### config.mk
export PLATFORM = sky130hd
export DESIGN_NAME = mfst_filter
export DESIGN_NICKNAME = d
export VERILOG_FILES = /design/src/rtl/mfst_pkg.sv /design/src/rtl/mfst_filter.sv
export SDC_FILE = /design/constraint.sdc
export NUM_CORES = 1
export LEC_CHECK = 0
export BUFFER_PORTS_ARGS = -buffer_cell sky130_fd_sc_hd__buf_2
export CAP_MARGIN = 40
export CORE_AREA = 2 2 67 69
export DETAILED_ROUTE_END_ITERATION = 8
export DIE_AREA = 0 0 69 71
export PLACE_DENSITY = 0.7
export RECOVER_POWER = 25
export SYNTH_ARGS = -nofsm -noshare
export SYNTH_HDL_FRONTEND = slang
export SYNTH_SLANG_ARGS = --single-unit
### constraint.sdc
create_clock -name vclk -period 1.4
set_clock_uncertainty 0.05 [all_clocks]
set_input_delay 0.07 -clock vclk [all_inputs]
set_output_delay 0.07 -clock vclk [all_outputs]
set_load 0.01 [all_outputs]
### src/rtl/mfst_pkg.sv
`timescale 1ns / 1ps

package mfst_pkg;

    localparam int MAX_STATIONS_DEF = 64;
    localparam int MAX_PARENTS_DEF  = 16;

    localparam int ADDR_W = 48;

    localparam logic [7:0] RSSI_FLOOR_RST = 8'hAB;

    localparam logic [1:0] FTYPE_MGMT      = 2'd0;
    localparam logic [3:0] SUB_AUTH        = 4'd11;
    localparam logic [3:0] SUB_ASSOC_REQ   = 4'd0;
    localparam logic [3:0] SUB_REASSOC_REQ = 4'd2;

    localparam logic [1:0] KIND_NONE  = 2'd0;
    localparam logic [1:0] KIND_AUTH  = 2'd1;
    localparam logic [1:0] KIND_ASSOC = 2'd2;

    localparam logic CFG_OWN_BSSID  = 1'b0;
    localparam logic CFG_RSSI_FLOOR = 1'b1;

    typedef enum logic [1:0] {
        ACT_FRAME = 2'd0,
        ACT_CLEAR = 2'd1,
        ACT_READ  = 2'd2
    } t_action;

    typedef enum logic [3:0] {
        ST_NOT_KEPT   = 4'd0,
        ST_WEAK       = 4'd1,
        ST_GROUP      = 4'd2,
        ST_OWN_BSSID  = 4'd3,
        ST_UPDATED    = 4'd4,
        ST_ADDED      = 4'd5,
        ST_FULL       = 4'd6,
        ST_CLEARED    = 4'd7,
        ST_READ_OK    = 4'd8,
        ST_READ_EMPTY = 4'd9
    } t_status;

    typedef struct packed {
        logic       keep;
        t_status    status;
        logic [1:0] kind;
    } t_filt;

    typedef struct packed {
        logic              vend;
        logic [1:0]        kind;
        logic [3:0]        chan;
        logic [7:0]        rssi;
        logic [ADDR_W-1:0] parent;
        logic [ADDR_W-1:0] mac;
    } t_station;

endpackage

### src/rtl/mfst_filter.sv
`timescale 1ns / 1ps

module mfst_filter (
    input  logic                        i_pkt_is_mgmt,
    input  logic [7:0]                  i_frame_ctl,
    input  logic [mfst_pkg::ADDR_W-1:0] i_source_addr,
    input  logic [mfst_pkg::ADDR_W-1:0] i_bssid_addr,
    input  logic signed [7:0]           i_rssi,
    input  logic [mfst_pkg::ADDR_W-1:0] i_own_bssid,
    input  logic signed [7:0]           i_rssi_floor,
    output mfst_pkg::t_filt             o_filt
);

    logic [1:0] ftype;
    logic [3:0] subtype;
    logic [1:0] kind;

    assign ftype   = i_frame_ctl[3:2];
    assign subtype = i_frame_ctl[7:4];

    always_comb begin
        if (subtype == mfst_pkg::SUB_AUTH) begin
            kind = mfst_pkg::KIND_AUTH;
        end else if (subtype == mfst_pkg::SUB_ASSOC_REQ ||
                     subtype == mfst_pkg::SUB_REASSOC_REQ) begin
            kind = mfst_pkg::KIND_ASSOC;
        end else begin
            kind = mfst_pkg::KIND_NONE;
        end
    end

    always_comb begin
        o_filt.kind   = kind;
        o_filt.keep   = 1'b0;
        o_filt.status = mfst_pkg::ST_NOT_KEPT;
        if (!i_pkt_is_mgmt || ftype != mfst_pkg::FTYPE_MGMT ||
            kind == mfst_pkg::KIND_NONE) begin
            o_filt.status = mfst_pkg::ST_NOT_KEPT;
        end else if (i_rssi < i_rssi_floor) begin
            o_filt.status = mfst_pkg::ST_WEAK;
        end else if (i_source_addr[0]) begin
            o_filt.status = mfst_pkg::ST_GROUP;
        end else if (i_bssid_addr == i_own_bssid) begin
            o_filt.status = mfst_pkg::ST_OWN_BSSID;
        end else begin
            o_filt.keep = 1'b1;
        end
    end

endmodule

==> metrics.txt <==
# TYPE chip_impl_metric gauge
chip_impl_metric{name="grt_pass1_vias",unit=""} 1164
chip_impl_metric{name="required",unit="ns"} 1.28
chip_impl_info{name="hold_path.startpoint",value="i_frame_ctl[6]"} 1
chip_impl_metric{name="synth-adder-area-share",unit=""} 0.109
chip_impl_info{name="largest_family_of_logic_cells_by_synthesized_area",value="XOR/XNOR gates"} 1
chip_impl_metric{name="firstDrtPassIters",unit=""} 3
chip_impl_metric{name="final_min_period_over_clock_period",unit=""} 1.05
chip_impl_metric{name="yosys.area_share.xor_xnor",unit=""} 0.523
chip_impl_metric{name="grt_max_degree",unit=""} 4
chip_impl_info{name="start_kind",value="primary input"} 1
chip_impl_metric{name="setup_viol_count_final",unit=""} 3
chip_impl_metric{name="first_pass_grt_wire_length",unit="um"} 4500
chip_impl_info{name="status",value="complete, but fails checks"} 1
chip_impl_info{name="startpoint",value="i_own_bssid[25]"} 1
chip_impl_metric{name="setup-tns-final",unit="ns"} -0.155
chip_impl_metric{name="rows",unit=""} 24
chip_impl_info{name="grt_setup_unrepaired",value="true"} 1
chip_impl_metric{name="wire_per_inst",unit="um"} 9.84
chip_impl_metric{name="timing.critical_path.fanout_max",unit=""} 2
chip_impl_metric{name="initial_utilization",unit=""} 0.191
chip_impl_metric{name="synth-seq-area-share",unit=""} 0
chip_impl_metric{name="maxClockFrequency",unit="MHz"} 683
chip_impl_metric{name="post_cts.repair.setup_buffers",unit=""} 0
chip_impl_info{name="tightest_hold_check_type",value="in2out"} 1
chip_impl_metric{name="grt_antenna_before_repair",unit=""} 0
chip_impl_metric{name="dr.first_iter.drc_count",unit=""} 10
chip_impl_metric{name="place_ws",unit="ns"} -0.118
chip_impl_metric{name="post_drt_antenna_nets",unit=""} 0
chip_impl_metric{name="port_buffers",unit=""} 125
chip_impl_metric{name="finalHoldViolations",unit=""} 0
chip_impl_metric{name="critPathArrivalTime",unit="ns"} 1.34
chip_impl_info{name="cp_top_family",value="simple AND/OR/NAND/NOR gates"} 1
chip_impl_info{name="cpMaxStageDelayCell",value="sky130_fd_sc_hd__nor4_4"} 1
chip_impl_metric{name="holdBufCountCts",unit=""} 0
chip_impl_metric{name="synthesis.area",unit="um2"} 805
chip_impl_metric{name="detailedPlacementHpwl",unit="um"} 2480
chip_impl_metric{name="nNetsFinal",unit=""} 403
chip_impl_metric{name="final_wirelength",unit="um"} 2730
chip_impl_metric{name="vias",unit=""} 1149
chip_impl_metric{name="post_synth_mux_area_share",unit=""} 0
chip_impl_metric{name="placed_cells",unit=""} 277
chip_impl_info{name="failed_checks",value="negative setup slack"} 1
chip_impl_metric{name="floorplan.die_area",unit="um2"} 4900
chip_impl_metric{name="cpPeakStageDelay",unit="ns"} 0.32
chip_impl_metric{name="floorplan.io_pins",unit=""} 176
chip_impl_metric{name="finalNonFillerCells",unit=""} 277
chip_impl_metric{name="fraction_of_layout_instances_using_a_drive_strength_above_1",unit=""} 0.618
chip_impl_metric{name="p_leak",unit="nW"} 0.873
chip_impl_metric{name="synth_warnings",unit=""} 0
chip_impl_metric{name="fin_crit",unit="ns"} 1.46
chip_impl_metric{name="post_synth.cell_area_avg",unit="um2"} 7.97
chip_impl_metric{name="synthesis.instances",unit=""} 101
chip_impl_metric{name="layout_setup_ws",unit="ns"} -0.0639
chip_impl_metric{name="timing.final.max_slew_violations",unit=""} 0
chip_impl_metric{name="flops_and_latches",unit=""} 0
chip_impl_metric{name="num-fill-cells",unit=""} 440
chip_impl_metric{name="max_cap_violations",unit=""} 0
chip_impl_metric{name="drcViolationCount",unit=""} 0
chip_impl_metric{name="placeableCoreArea",unit="um2"} 4200
chip_impl_metric{name="synth_simple_gate_area_frac",unit=""} 0.244
chip_impl_metric{name="vias_per_cell",unit=""} 4.15
chip_impl_info{name="most_repeated_library_cell_on_the_critical_path",value="sky130_fd_sc_hd__buf_2"} 1
chip_impl_metric{name="last_weighted_congestion_value_of_the_routability_driven_placer",unit=""} 0.733
chip_impl_metric{name="fin_total_pwr",unit="mW"} 0.446
chip_impl_metric{name="gr-usage-all-layers",unit=""} 0.104
chip_impl_metric{name="clkbuf_count",unit=""} 0
chip_impl_info{name="crit_type",value="in2out"} 1
chip_impl_metric{name="vdd_drop_max",unit="uV"} 100
chip_impl_metric{name="yosysUniqueCellTypes",unit=""} 22
chip_impl_metric{name="power.density",unit="nW/um2"} 270
chip_impl_metric{name="seq_area",unit="um2"} 0
chip_impl_metric{name="diodes",unit=""} 0
chip_impl_metric{name="synth_compound_area_frac",unit=""} 0.0684
chip_impl_metric{name="critical_path.n_buffers_inverters",unit=""} 2
chip_impl_metric{name="chipHeight",unit="um"} 71
chip_impl_metric{name="die_width",unit="um"} 69
chip_impl_metric{name="layout_overhead_on_the_synthesized_area",unit="%"} 105
chip_impl_metric{name="grt.overflow.total",unit=""} 0
chip_impl_info{name="critical_path.cell_chain",value="buf_2 > xnor2_2 > nand4_1 > nor4_4 > a31oi_1 > and3b_1 > buf_2"} 1
chip_impl_info{name="end_kind",value="output pin"} 1
[metal layers]
metal / GRT usage / wire, um / up-vias
li1: - / - / 597
met2: 0.218 / 1570 / 60
met4: 0.00871 / 16 / 0
met3: 0.0157 / 241 / 2
met1: 0.112 / 903 / 490
met5: 0 / 0 / -
[worst min-delay path, stage by stage]
cell and delay [ns]:
sky130_fd_sc_hd__buf_2 0.08, sky130_fd_sc_hd__nor3_1 0.05, sky130_fd_sc_hd__buf_2 0.13
[cell type report]
class                      instances  area [um2]  share of cell area
multi-input combinational         93         873               0.529
timing repair buffer             125         687               0.416
tap                               52        65.1              0.0394
inverter                           7        26.3              0.0159
[cell usage in the layout, fill, tap and decap left out]
| master | Yosys | final |
|---|---|---|
| sky130_fd_sc_hd__nand3_1 | 1 | 1 |
| sky130_fd_sc_hd__o31ai_1 | 1 | 1 |
| sky130_fd_sc_hd__a21oi_1 | 1 | 1 |
| sky130_fd_sc_hd__inv_1 | 7 | 7 |
| sky130_fd_sc_hd__nor4_4 | 0 | 3 |
| sky130_fd_sc_hd__buf_6 | 0 | 10 |
| sky130_fd_sc_hd__ha_1 | 7 | 7 |
| sky130_fd_sc_hd__clkbuf_1 | 0 | 1 |
| sky130_fd_sc_hd__buf_2 | 0 | 114 |
| sky130_fd_sc_hd__a21o_1 | 2 | 2 |
| sky130_fd_sc_hd__nor3b_2 | 1 | 1 |
| sky130_fd_sc_hd__xnor2_1 | 48 | 38 |
| sky130_fd_sc_hd__and4b_1 | 1 | 1 |
| sky130_fd_sc_hd__o211ai_1 | 1 | 1 |
| sky130_fd_sc_hd__conb_1 | 1 | 2 |
| sky130_fd_sc_hd__nand2b_1 | 3 | 3 |
| sky130_fd_sc_hd__nor3_1 | 1 | 1 |
| sky130_fd_sc_hd__nand2_1 | 1 | 1 |
| sky130_fd_sc_hd__nand4b_1 | 1 | 1 |
| sky130_fd_sc_hd__and3b_1 | 1 | 1 |
| sky130_fd_sc_hd__nand4_1 | 12 | 12 |
| sky130_fd_sc_hd__a211oi_2 | 0 | 1 |
| sky130_fd_sc_hd__xnor2_2 | 0 | 10 |
| sky130_fd_sc_hd__nor2_1 | 3 | 3 |
| sky130_fd_sc_hd__a31oi_1 | 2 | 2 |
[cells by family (layout without fill, tap and decap cells)]
group,Yosys count,after routing
simple gates,28,28
compound gates,8,8
other cells,1,2
fa+ha+maj,7,7
xor+xnor,48,48
buf+inv,9,132
[synthesized netlist by cell type]
| cell | count | share of area |
|---|---|---|
| sky130_fd_sc_hd__a211oi_1 | 1 | 0.0093 |
| sky130_fd_sc_hd__a21o_1 | 2 | 0.019 |
| sky130_fd_sc_hd__a21oi_1 | 1 | 0.0062 |
| sky130_fd_sc_hd__a31oi_1 | 2 | 0.016 |
| sky130_fd_sc_hd__and3b_1 | 1 | 0.011 |
| sky130_fd_sc_hd__and4b_1 | 1 | 0.012 |
| sky130_fd_sc_hd__buf_4 | 2 | 0.019 |
| sky130_fd_sc_hd__conb_1 | 1 | 0.0047 |
| sky130_fd_sc_hd__ha_1 | 7 | 0.11 |
| sky130_fd_sc_hd__inv_1 | 7 | 0.033 |
| sky130_fd_sc_hd__nand2_1 | 1 | 0.0047 |
| sky130_fd_sc_hd__nand2b_1 | 3 | 0.023 |
| sky130_fd_sc_hd__nand3_1 | 1 | 0.0062 |
| sky130_fd_sc_hd__nand4_1 | 12 | 0.093 |
| sky130_fd_sc_hd__nand4b_1 | 1 | 0.011 |
| sky130_fd_sc_hd__nor2_1 | 3 | 0.014 |
| sky130_fd_sc_hd__nor3_1 | 1 | 0.0062 |
| sky130_fd_sc_hd__nor3b_2 | 1 | 0.016 |
| sky130_fd_sc_hd__nor4_2 | 3 | 0.047 |
| sky130_fd_sc_hd__o211ai_1 | 1 | 0.0093 |
| sky130_fd_sc_hd__o31ai_1 | 1 | 0.0093 |
| sky130_fd_sc_hd__xnor2_1 | 48 | 0.52 |
[where the power goes]
| part | internal (mW) | switching [mW] | total [mW] |
|---|---|---|---|
| sequential | 0 | 0 | 0 |
| clock | 0 | 0 | 0 |
| combinational | 0.280 | 0.166 | 0.446 |
[stage by stage]
step / instance area (um2) / util / hold WS [ns]
floorplan: 808 / - / 0.144
global placement: 1480 / 0.353 / 0.362
detailed placement: 1480 / 0.353 / 0.364
CTS: 1560 / 0.370 / 0.364
global route: 1650 / 0.393 / 0.393
finish: 1650 / 0.393 / 0.356
[worst paths after layout]
check / slack [ns] / to / cells past startpoint
setup / recovery: -0.06 / o_filt[6] / 7
hold / removal: 0.36 / o_filt[1] / 3
[timing repair]
item | in CTS | in global routing
endpoints found under the setup margin | 3 | 3
pin swaps | 19 | 9
gates cloned | 0 | 0
resized for setup | 11 | 13
Power figures use the tool's default switching activity.
