<file path="src/rtl/mfst_ram.sv">
`timescale 1ns / 1ps

module mfst_ram #(
    parameter int WIDTH = 48,
    parameter int DEPTH = 16,
    parameter int AW    = (DEPTH > 1) ? $clog2(DEPTH) : 1
) (
    input  logic             i_clk,
    input  logic             i_we,
    input  logic [AW-1:0]    i_waddr,
    input  logic [WIDTH-1:0] i_wdata,
    input  logic [AW-1:0]    i_raddr,
    output logic [WIDTH-1:0] o_rdata
);

    logic [WIDTH-1:0] r_mem [DEPTH];

    always_ff @(posedge i_clk) begin
        if (i_we) begin
            r_mem[i_waddr] <= i_wdata;
        end
        o_rdata <= r_mem[i_raddr];
    end

endmodule

</file>
<file path="config.mk">
export PLATFORM = sky130hd
export DESIGN_NAME = mfst_ram
export DESIGN_NICKNAME = d
export VERILOG_FILES = /design/src/rtl/mfst_ram.sv
export SDC_FILE = /design/constraint.sdc
export NUM_CORES = 1
export LEC_CHECK = 0
export BUFFER_PORTS_ARGS = -buffer_cell sky130_fd_sc_hd__buf_2
export CORE_MARGIN = 2
export CORE_UTILIZATION = 55
export CTS_CLUSTER_SIZE = 8
export DETAILED_ROUTE_END_ITERATION = 10
export HOLD_SLACK_MARGIN = 0.02
export PLACE_DENSITY = 0.72
export SLEW_MARGIN = 10
export SYNTH_ARGS = -nofsm -noshare
export SYNTH_HDL_FRONTEND = slang
export SYNTH_SLANG_ARGS = --single-unit
</file>
<file path="constraint.sdc">
create_clock -name i_clk -period 15.6 [get_ports i_clk]
set_input_delay 2.34 -clock i_clk [delete_from_list [all_inputs] [get_ports i_clk]]
set_output_delay 2.34 -clock i_clk [all_outputs]
set_load 0.05 [all_outputs]
</file>
==> results of run 1 <==
## per-stage QoR
stage	cell area (µm²)	utilization, %	setup WS (ns)
after floorplan	29700	-	8.96
after global placement	31100	58.1	10.13
after detailed placement	31100	58.1	10.09
after CTS	34300	64.0	10.76
after global routing	34300	64.0	10.63
final	34300	64.0	10.74
## worst max-delay path, stage by stage
cell	delay, ns
clkbuf_8	0.56
buf_4	0.79
buf_4	0.82
mux4_2	0.43
a22oi_1	0.25
nand2_1	0.09
## final cells by class
class                           count  area, µm²  share of cell area (%)
Antenna cell                        2       5.00                  0.0146
Clock buffer                      193       3110                    9.05
Clock inverter                      8       88.8                   0.259
Multi-Input combinational cell    363       5490                    16.0
Sequential cell                   816      24000                    70.0
Tap cell                          696        871                    2.54
Timing Repair Buffer              129        737                    2.15
## power by group through the flow
stage	registers (µW)	logic [µW]	clock network [µW]
final	2480	252	2180
after global routing	2480	268	2310
after CTS	2480	254	2210
after detailed placement	2520	253	0
after global placement	2510	248	0
after floorplan	2560	116	0
## synthesized netlist by cell type
library cell,number
nor2_1,13
clkbuf_1,28
or3b_2,1
nor2b_1,2
nand3_1,1
nand2_1,49
mux4_2,192
buf_2,8
nand3b_1,2
dfxtp_1,48
and2_1,1
edfxtp_1,768
a22oi_1,96
nor3_1,4
buf_1,9
buf_4,18
nand2b_1,2
## flip-flops by register name (all words and copies together), names as in the netlist
signal	cells
r_mem	768
o_rdata	48
## cells by family (layout without fill, tap and decap cells)
group | Yosys count | after routing | share of synthesized area [%]
muxes | 192 | 192 | 14.6
AOI/OAI and AO/OA | 96 | 96 | 2.43
buffers and inverters | 63 | 330 | 1.06
and+or+nand+nor | 75 | 75 | 1.05
DFF | 816 | 816 | 80.9
other | 0 | 2 | 0
## final timing paths
kind	depth (start not counted)	slack, ns	end	start
max	6	10.74	o_rdata[39]$_DFF_P_	i_raddr[1]
min	3	0.66	o_rdata[22]$_DFF_P_	r_mem[15][22]$_DFFE_PP_
max reg2reg	3	14.25	o_rdata[5]$_DFF_P_	r_mem[8][5]$_DFFE_PP_
min reg2reg	3	0.66	o_rdata[22]$_DFF_P_	r_mem[15][22]$_DFFE_PP_
## cell usage in the layout, fill, tap and decap left out, types with 4 or more instances in the layout
cell type,Yosys,final
edfxtp_1,768,768
buf_2,8,103
a22oi_1,96,96
dfxtp_1,48,48
nor3_2,0,4
buf_4,18,23
nor2_4,0,13
inv_6,0,5
mux4_2,192,192
clkbuf_1,28,81
clkbuf_16,0,112
nand2_1,49,49
## routing by layer
metal  part of all wire, %  up-vias  track usage, %
met2                    51      580            38.7
met4                   2.2       16            7.71
met3                   7.5      112            4.86
li1                      -     5698               -
met5                  0.15        -               0
met1                    39     7255            30.9
==> results.cfg, run 1 <==
[critical_path]
cp-end-kind = flip-flop
worst_ep_arrival_time_ns = 5.38
cp_max_fo = 75
worstSetupPathType = primary input to flip-flop
worstSetupStartpointType = primary input
cp.required_ns = 16.12

[global_routing]
grt-ovfl-total = 0
grt_antenna_before_repair = 11
grt_pass1_vias = 14500
grt_first_pass_wirelength_um = 93800
grt_util_all_layers_pct = 23.2
grt_max_degree = 119

[route]
route.detailed.wl_per_inst_um = 28.6
drt-total-wl_um = 63100
vias = 13661
drtIter0Drc = 1577
drc_errors = 0
drt_pass1_iterations = 5
avgViaCountPerCell = 6.19
ant_nets = 0

[synth]
postSynthCellCount = 1242
synth.area.top_cells = edfxtp_1, mux4_2, dfxtp_1
yosysWarnings = 0
syn_nets = 1300
yosysTopAreaCell = edfxtp_1
synth_area_um2 = 29700
ys_types = 17
synth-seq-cells = 816
synth_area_per_cell_um2 = 23.9
synth_top_area_share_pct = 77.7
ys_seq_area_share_pct = 80.9

[clocking]
hold_buffers = 0
cts_num_sinks = 816
cts_tree = built
clkTransAtPathRegs_ns = 0.05
cts.repair.resized = 0
cts_buffers = 112
clk_path_buf_depth = 3
htreeDepth = 3
clockRootBuffer = clkbuf_16
postCtsSetupRepairBufs = 0
clock_latency_ns = 0.65

[placement]
numPlacedInstances = 2004
hpwl_um = 27500
gp_congestion = 0.728
io_buffer_count = 105

[pwr]
clkPwrFrac_pct = 44.4
power_switching_uw = 1030
switching_share_pct = 21.0
p_leak_uw = 0.0111
power_uw = 4910
pwr-share-comb_pct = 5.1
powerDensity_nw_per_um2 = 143
seqPwrFrac_pct = 50.4
ir_drop_mv = 0.0888
internal_power_uw = 3870

[timing]
drv_slew = 0
setup_violations = 0
slew_headroom_pct = 29.7
rsz0062_at_grt = false
final-hold-violation-count = 0
timing.fmax_mhz = 206
timing.final.crit_share_pct = 31.2
final.setup.tns_ns = 0
skew_ns = 0.0160
worstMarginPinSlew_ns = 1.05
finalHoldWorstSlack_ns = 0.665
fin_crit_ns = 4.86

[floorplan]
fp.coreArea_um2 = 53600
die_w_um = 236
die_area_um2 = 55900
row_count = 85
start_util_pct = 55.4
die_h_um = 236
pin_count = 106

[cells_and_area]
fin_cells = 2207
fillers = 3403
final_nets = 1480
drive_above_1_share_pct = 30.6
synthToLayoutAreaGrowth_pct = 15.6

[hold_path]
min_path_type = flip-flop to flip-flop

[flow_run]
drv_cap = 0

[run_status]
status = complete, no violations
(Power assumes the default switching activity.)
==> run 2, diff against run 1 <==
==> constraint.sdc (replaced) <==
create_clock -name i_clk -period 4.55 [get_ports i_clk]
set_input_delay 0.6825 -clock i_clk [delete_from_list [all_inputs] [get_ports i_clk]]
set_output_delay 0.6825 -clock i_clk [all_outputs]
set_load 0.05 [all_outputs]
==> results.cfg, run 2 (synthesis gave the netlist of run 1 again) <==
[run_status]
status = complete, no violations

[route]
ant_nets = 0
highest_layer = met5
met1_length_um = 24900
route.detailed.wl_per_inst_um = 28.1
drc_errors = 0
drt-total-wl_um = 62800
drtIter0Drc = 1519
drt_pass1_iterations = 5
vias = 13778
avgViaCountPerCell = 6.18
route.met3.wl_um = 4600
met2WireLength_um = 31900

[critical_path]
cp_max_fo = 28
reg2reg_depth = 3
worst_ep_arrival_time_ns = 2.57
worstSetupStartpointType = primary input
worstSetupPathType = primary input to flip-flop
r2r-end = o_rdata[24]$_DFF_P_
cp-end-kind = flip-flop
r2r_slack_ns = 3.10
cp.required_ns = 4.88
startpoint = i_waddr[0]
timing.rr.start = r_mem[10][24]$_DFFE_PP_

[cells_and_area]
fin_util_pct = 64.5
top_regs = r_mem: 768 flops, o_rdata: 48 flops
final_cell_mix = edfxtp_1, mux4_2, clkbuf_16, buf_2, a22oi_1
final_common_cell = edfxtp_1
synthToLayoutAreaGrowth_pct = 16.4
drive_above_1_share_pct = 30.9
largest_register_ffs = 768
regMostFlops = r_mem
final_nets = 1494

[flow_run]
drv_cap = 0

[global_routing]
grt_first_pass_wirelength_um = 93900
grt-ovfl-total = 0
grt_util_all_layers_pct = 23.1
grt_antenna_before_repair = 3
grt_max_degree = 75
grt_pass1_vias = 14663

[pwr]
ir_drop_mv = 0.330
powerDensity_nw_per_um2 = 491
p_leak_uw = 0.0112

[timing]
timing.final.crit_share_pct = 49.1
drv_slew = 0
final-hold-violation-count = 0
worstMarginPinSlew_ns = 1.18
skew_ns = 0.0122
timing.fmax_mhz = 448
slew_headroom_pct = 20.9
setup_violations = 0
fin_crit_ns = 2.23
rsz0062_at_grt = false
final.setup.tns_ns = 0

[clocking]
cts_buffers = 112
clockRootBuffer = clkbuf_16
cts_num_sinks = 816
hold_buffers = 0
clkTransAtPathRegs_ns = 0.05
cts.repair.resized = 0
clock_latency_ns = 0.65
cts_tree = built
postCtsSetupRepairBufs = 0
clk_path_buf_depth = 3
htreeDepth = 3

[hold_path]
min_path_type = primary input to flip-flop
min-delay-start = i_wdata[28]
hold_end = r_mem[7][28]$_DFFE_PP_
min_path_cells = 1

[floorplan]
pin_count = 106
die_h_um = 236
die_area_um2 = 55900
start_util_pct = 55.4
row_count = 85
fp.coreArea_um2 = 53600
die_w_um = 236

[placement]
io_buffer_count = 105
gp_congestion = 0.731
hpwl_um = 30900
-- run 2: cell types whose count changed in the layout (fill, tap and decap cells not counted), sizes merged --
cell / before / now
buf: 128 / 142
clkbuf: 194 / 209
inv: 6 / 1
-- run 2: per-stage QoR --
step           hold WS (ns)  area, µm²  std cells  worst slack, ns  total power, µW
4_1_cts               0.378      34600       2229             2.29            17100
3_3_place_gp          0.657      31300       2018             1.65             9490
6_report              0.408      34600       2231             2.32            17000
2_1_floorplan         0.635      29700       1242            0.866             9180
5_1_grt               0.404      34600       2231             2.21            17500
3_5_place_dp          0.668      31300       2018             1.64             9520
-- run 2: final cells by class --
cell class | count | area, µm²
clock buffer | 208 | 3210
clock inverter | 3 | 45.0
multi-input combinational | 363 | 5520
fill | 3463 | 19000
sequential | 816 | 24000
antenna | 2 | 5.00
tap | 696 | 871
timing repair buffer | 143 | 892
-- run 2: worst max path at each step --
stage,depth (start not counted),to,slack (ns)
floorplan,2,r_mem[1][0]$_DFFE_PP_,0.87
global route,4,r_mem[14][35]$_DFFE_PP_,2.21
finish,4,r_mem[14][42]$_DFFE_PP_,2.32
global placement,4,r_mem[14][42]$_DFFE_PP_,1.65
detailed placement,4,r_mem[14][40]$_DFFE_PP_,1.64
CTS,4,r_mem[14][45]$_DFFE_PP_,2.29
-- run 2: power breakdown --
group	switching (µW)	leakage [µW]	internal (µW)	total (µW)
sequential	54.1	0.00734	8420	8470
clock	2930	0.00154	4670	7600
combinational	600	0.00233	300	899
total	3590	0.0112	13400	17000
-- run 2: worst max-delay path, stage by stage --
cell and delay (ns):
buf_2 0.18, nand2b_1 0.35, nor2_4 0.97, buf_4 0.38
-- run 2: per-layer routing --
metal,vias to the layer above,track usage [%]
met3,100,4.47
met2,616,38.0
met4,2,7.84
li1,5734,-
met1,7326,31.6
met5,-,0
==> run 3, diff against run 2 <==
--- a/config.mk
+++ b/config.mk
@@ -11,7 +11,7 @@
 export CTS_CLUSTER_SIZE = 8
 export DETAILED_ROUTE_END_ITERATION = 10
 export HOLD_SLACK_MARGIN = 0.02
-export PLACE_DENSITY = 0.72
+export PLACE_DENSITY = 0.75
 export SLEW_MARGIN = 10
 export SYNTH_ARGS = -nofsm -noshare
 export SYNTH_HDL_FRONTEND = slang
==> constraint.sdc (replaced) <==
create_clock -name i_clk -period 2 [get_ports i_clk]
set_input_delay 0.3 -clock i_clk [delete_from_list [all_inputs] [get_ports i_clk]]
set_output_delay 0.3 -clock i_clk [all_outputs]
set_load 0.05 [all_outputs]
==> results.cfg, run 3 (synthesis gave the netlist of run 1 again) <==
[timing]
skew_ns = 0.0202
fin_crit_ns = 1.71
slew_headroom_pct = 68.8
finalHoldWorstSlack_ns = 0.0418
setup_ws_ns = 0.287
timing.final.crit_share_pct = 85.7
drv_slew = 0
final.setup.tns_ns = 0
timing.fmax_mhz = 584
final-hold-violation-count = 0
rsz0062_at_grt = false
worstMarginPinSlew_ns = 0.468
setup_violations = 0

[global_routing]
grt_util_all_layers_pct = 24.7
grt_pass1_vias = 15206
grt_first_pass_wirelength_um = 99500
grt_max_degree = 49
grt-ovfl-total = 0
grt_antenna_before_repair = 6

[critical_path]
worst_ep_arrival_time_ns = 1.41
critPathTopFamily = flip-flops
worstSetupPathType = flip-flop to output pin
cp-end-kind = output pin
reg2reg_depth = 3
crit_chain = buf_2
timing.rr.start = r_mem[2][5]$_DFFE_PP_
worstPathBufferInverterCount = 1
cp_max_fo = 2
cp.required_ns = 1.70
worstSetupStartpointType = flip-flop
critical-path-max-stage-delay_ns = 0.45
r2r_slack_ns = 0.53
slowest_stage = dfxtp_1
r2r-end = o_rdata[5]$_DFF_P_

[cells_and_area]
final_common_cell = edfxtp_1
synthToLayoutAreaGrowth_pct = 19.6
regMostFlops = r_mem
final_nets = 1559
drive_above_1_share_pct = 31.7
top_regs = r_mem: 768 flops, o_rdata: 48 flops
final_cell_mix = edfxtp_1, mux4_2, clkbuf_16, buf_2, a22oi_1
largest_register_ffs = 768

[floorplan]
fp.coreArea_um2 = 53600
die_area_um2 = 55900
row_count = 85
die_h_um = 236
start_util_pct = 55.4
die_w_um = 236
pin_count = 106

[hold_path]
min-delay-start = i_wdata[8]
hold_end = r_mem[8][8]$_DFFE_PP_
min_path_cells = 1
min_path_type = primary input to flip-flop

[clocking]
clockRootBuffer = clkbuf_16
postCtsSetupRepairBufs = 0
htreeDepth = 3
clk_path_buf_depth = 3
cts_tree = built
cts_num_sinks = 816
clkTransAtPathRegs_ns = 0.05
cts_buffers = 111
clock_latency_ns = 0.66

[placement]
place_ws_ns = 0.0952
gp_congestion = 0.744
io_buffer_count = 105
hpwl_um = 33300

[pwr]
ir_drop_mv = 0.694
power_uw = 38600
p_leak_uw = 0.0116
powerDensity_nw_per_um2 = 1090

[route]
avgViaCountPerCell = 6.35
route.detailed.wl_per_inst_um = 29.5
drtIter0Drc = 1715
ant_nets = 0
vias = 14505
drt_pass1_iterations = 5
drc_errors = 0
drt-total-wl_um = 67400

[flow_run]
drv_cap = 0

[run_status]
status = complete, no violations
==> run 3: how the worst max path moves through the flow <==
stage | to | slack (ns) | cells after the start | startpoint
floorplan | r_mem[0][0]$_DFFE_PP_ | -0.39 | 2 | i_waddr[2]
global placement | r_mem[0][8]$_DFFE_PP_ | 0.14 | 4 | i_waddr[2]
detailed placement | o_rdata[36]$_DFF_P_ | 0.1 | 6 | i_raddr[0]
CTS | o_rdata[13] | 0.27 | 1 | o_rdata[13]$_DFF_P_
global route | o_rdata[13] | 0.25 | 1 | o_rdata[13]$_DFF_P_
finish | o_rdata[13] | 0.29 | 1 | o_rdata[13]$_DFF_P_
==> run 3: report_power, final <==
group          switching (µW)  total [µW]  internal [µW]
registers                 159       19300          19200
logic                    1390        2200            809
clock network            6760       17100          10300
==> run 3: cell type report <==
class / instances / area (µm²)
Sequential cell: 816 / 24000
Fill cell: 3248 / 18100
Multi-Input combinational cell: 363 / 5530
Clock buffer: 190 / 3070
Timing Repair Buffer: 209 / 1910
Tap cell: 696 / 871
Clock inverter: 7 / 87.6
Antenna cell: 4 / 10.0
==> run 3: timing repair <==
item,4_1_cts,5_1_grt
gates resized for setup,0,0
endpoints found under the hold margin,514,0
hold buffers,39,0
==> run 3: metal layers <==
layer	up-vias	share of wire (%)	GRT usage, %
li1	5850	-	-
met1	7646	38	33.8
met2	877	50	40.0
met3	126	9.1	5.23
met4	6	2.4	8.53
met5	-	0.061	0
==> run 3: per-stage QoR <==
stage / instances / util (%) / area, µm²
final: 2285 / 66.2 / 35500
after global routing: 2283 / 66.2 / 35500
after CTS: 2281 / 66.2 / 35500
after detailed placement: 2045 / 59.6 / 31900
after global placement: 2045 / 59.6 / 31900
after floorplan: 1242 / - / 29800
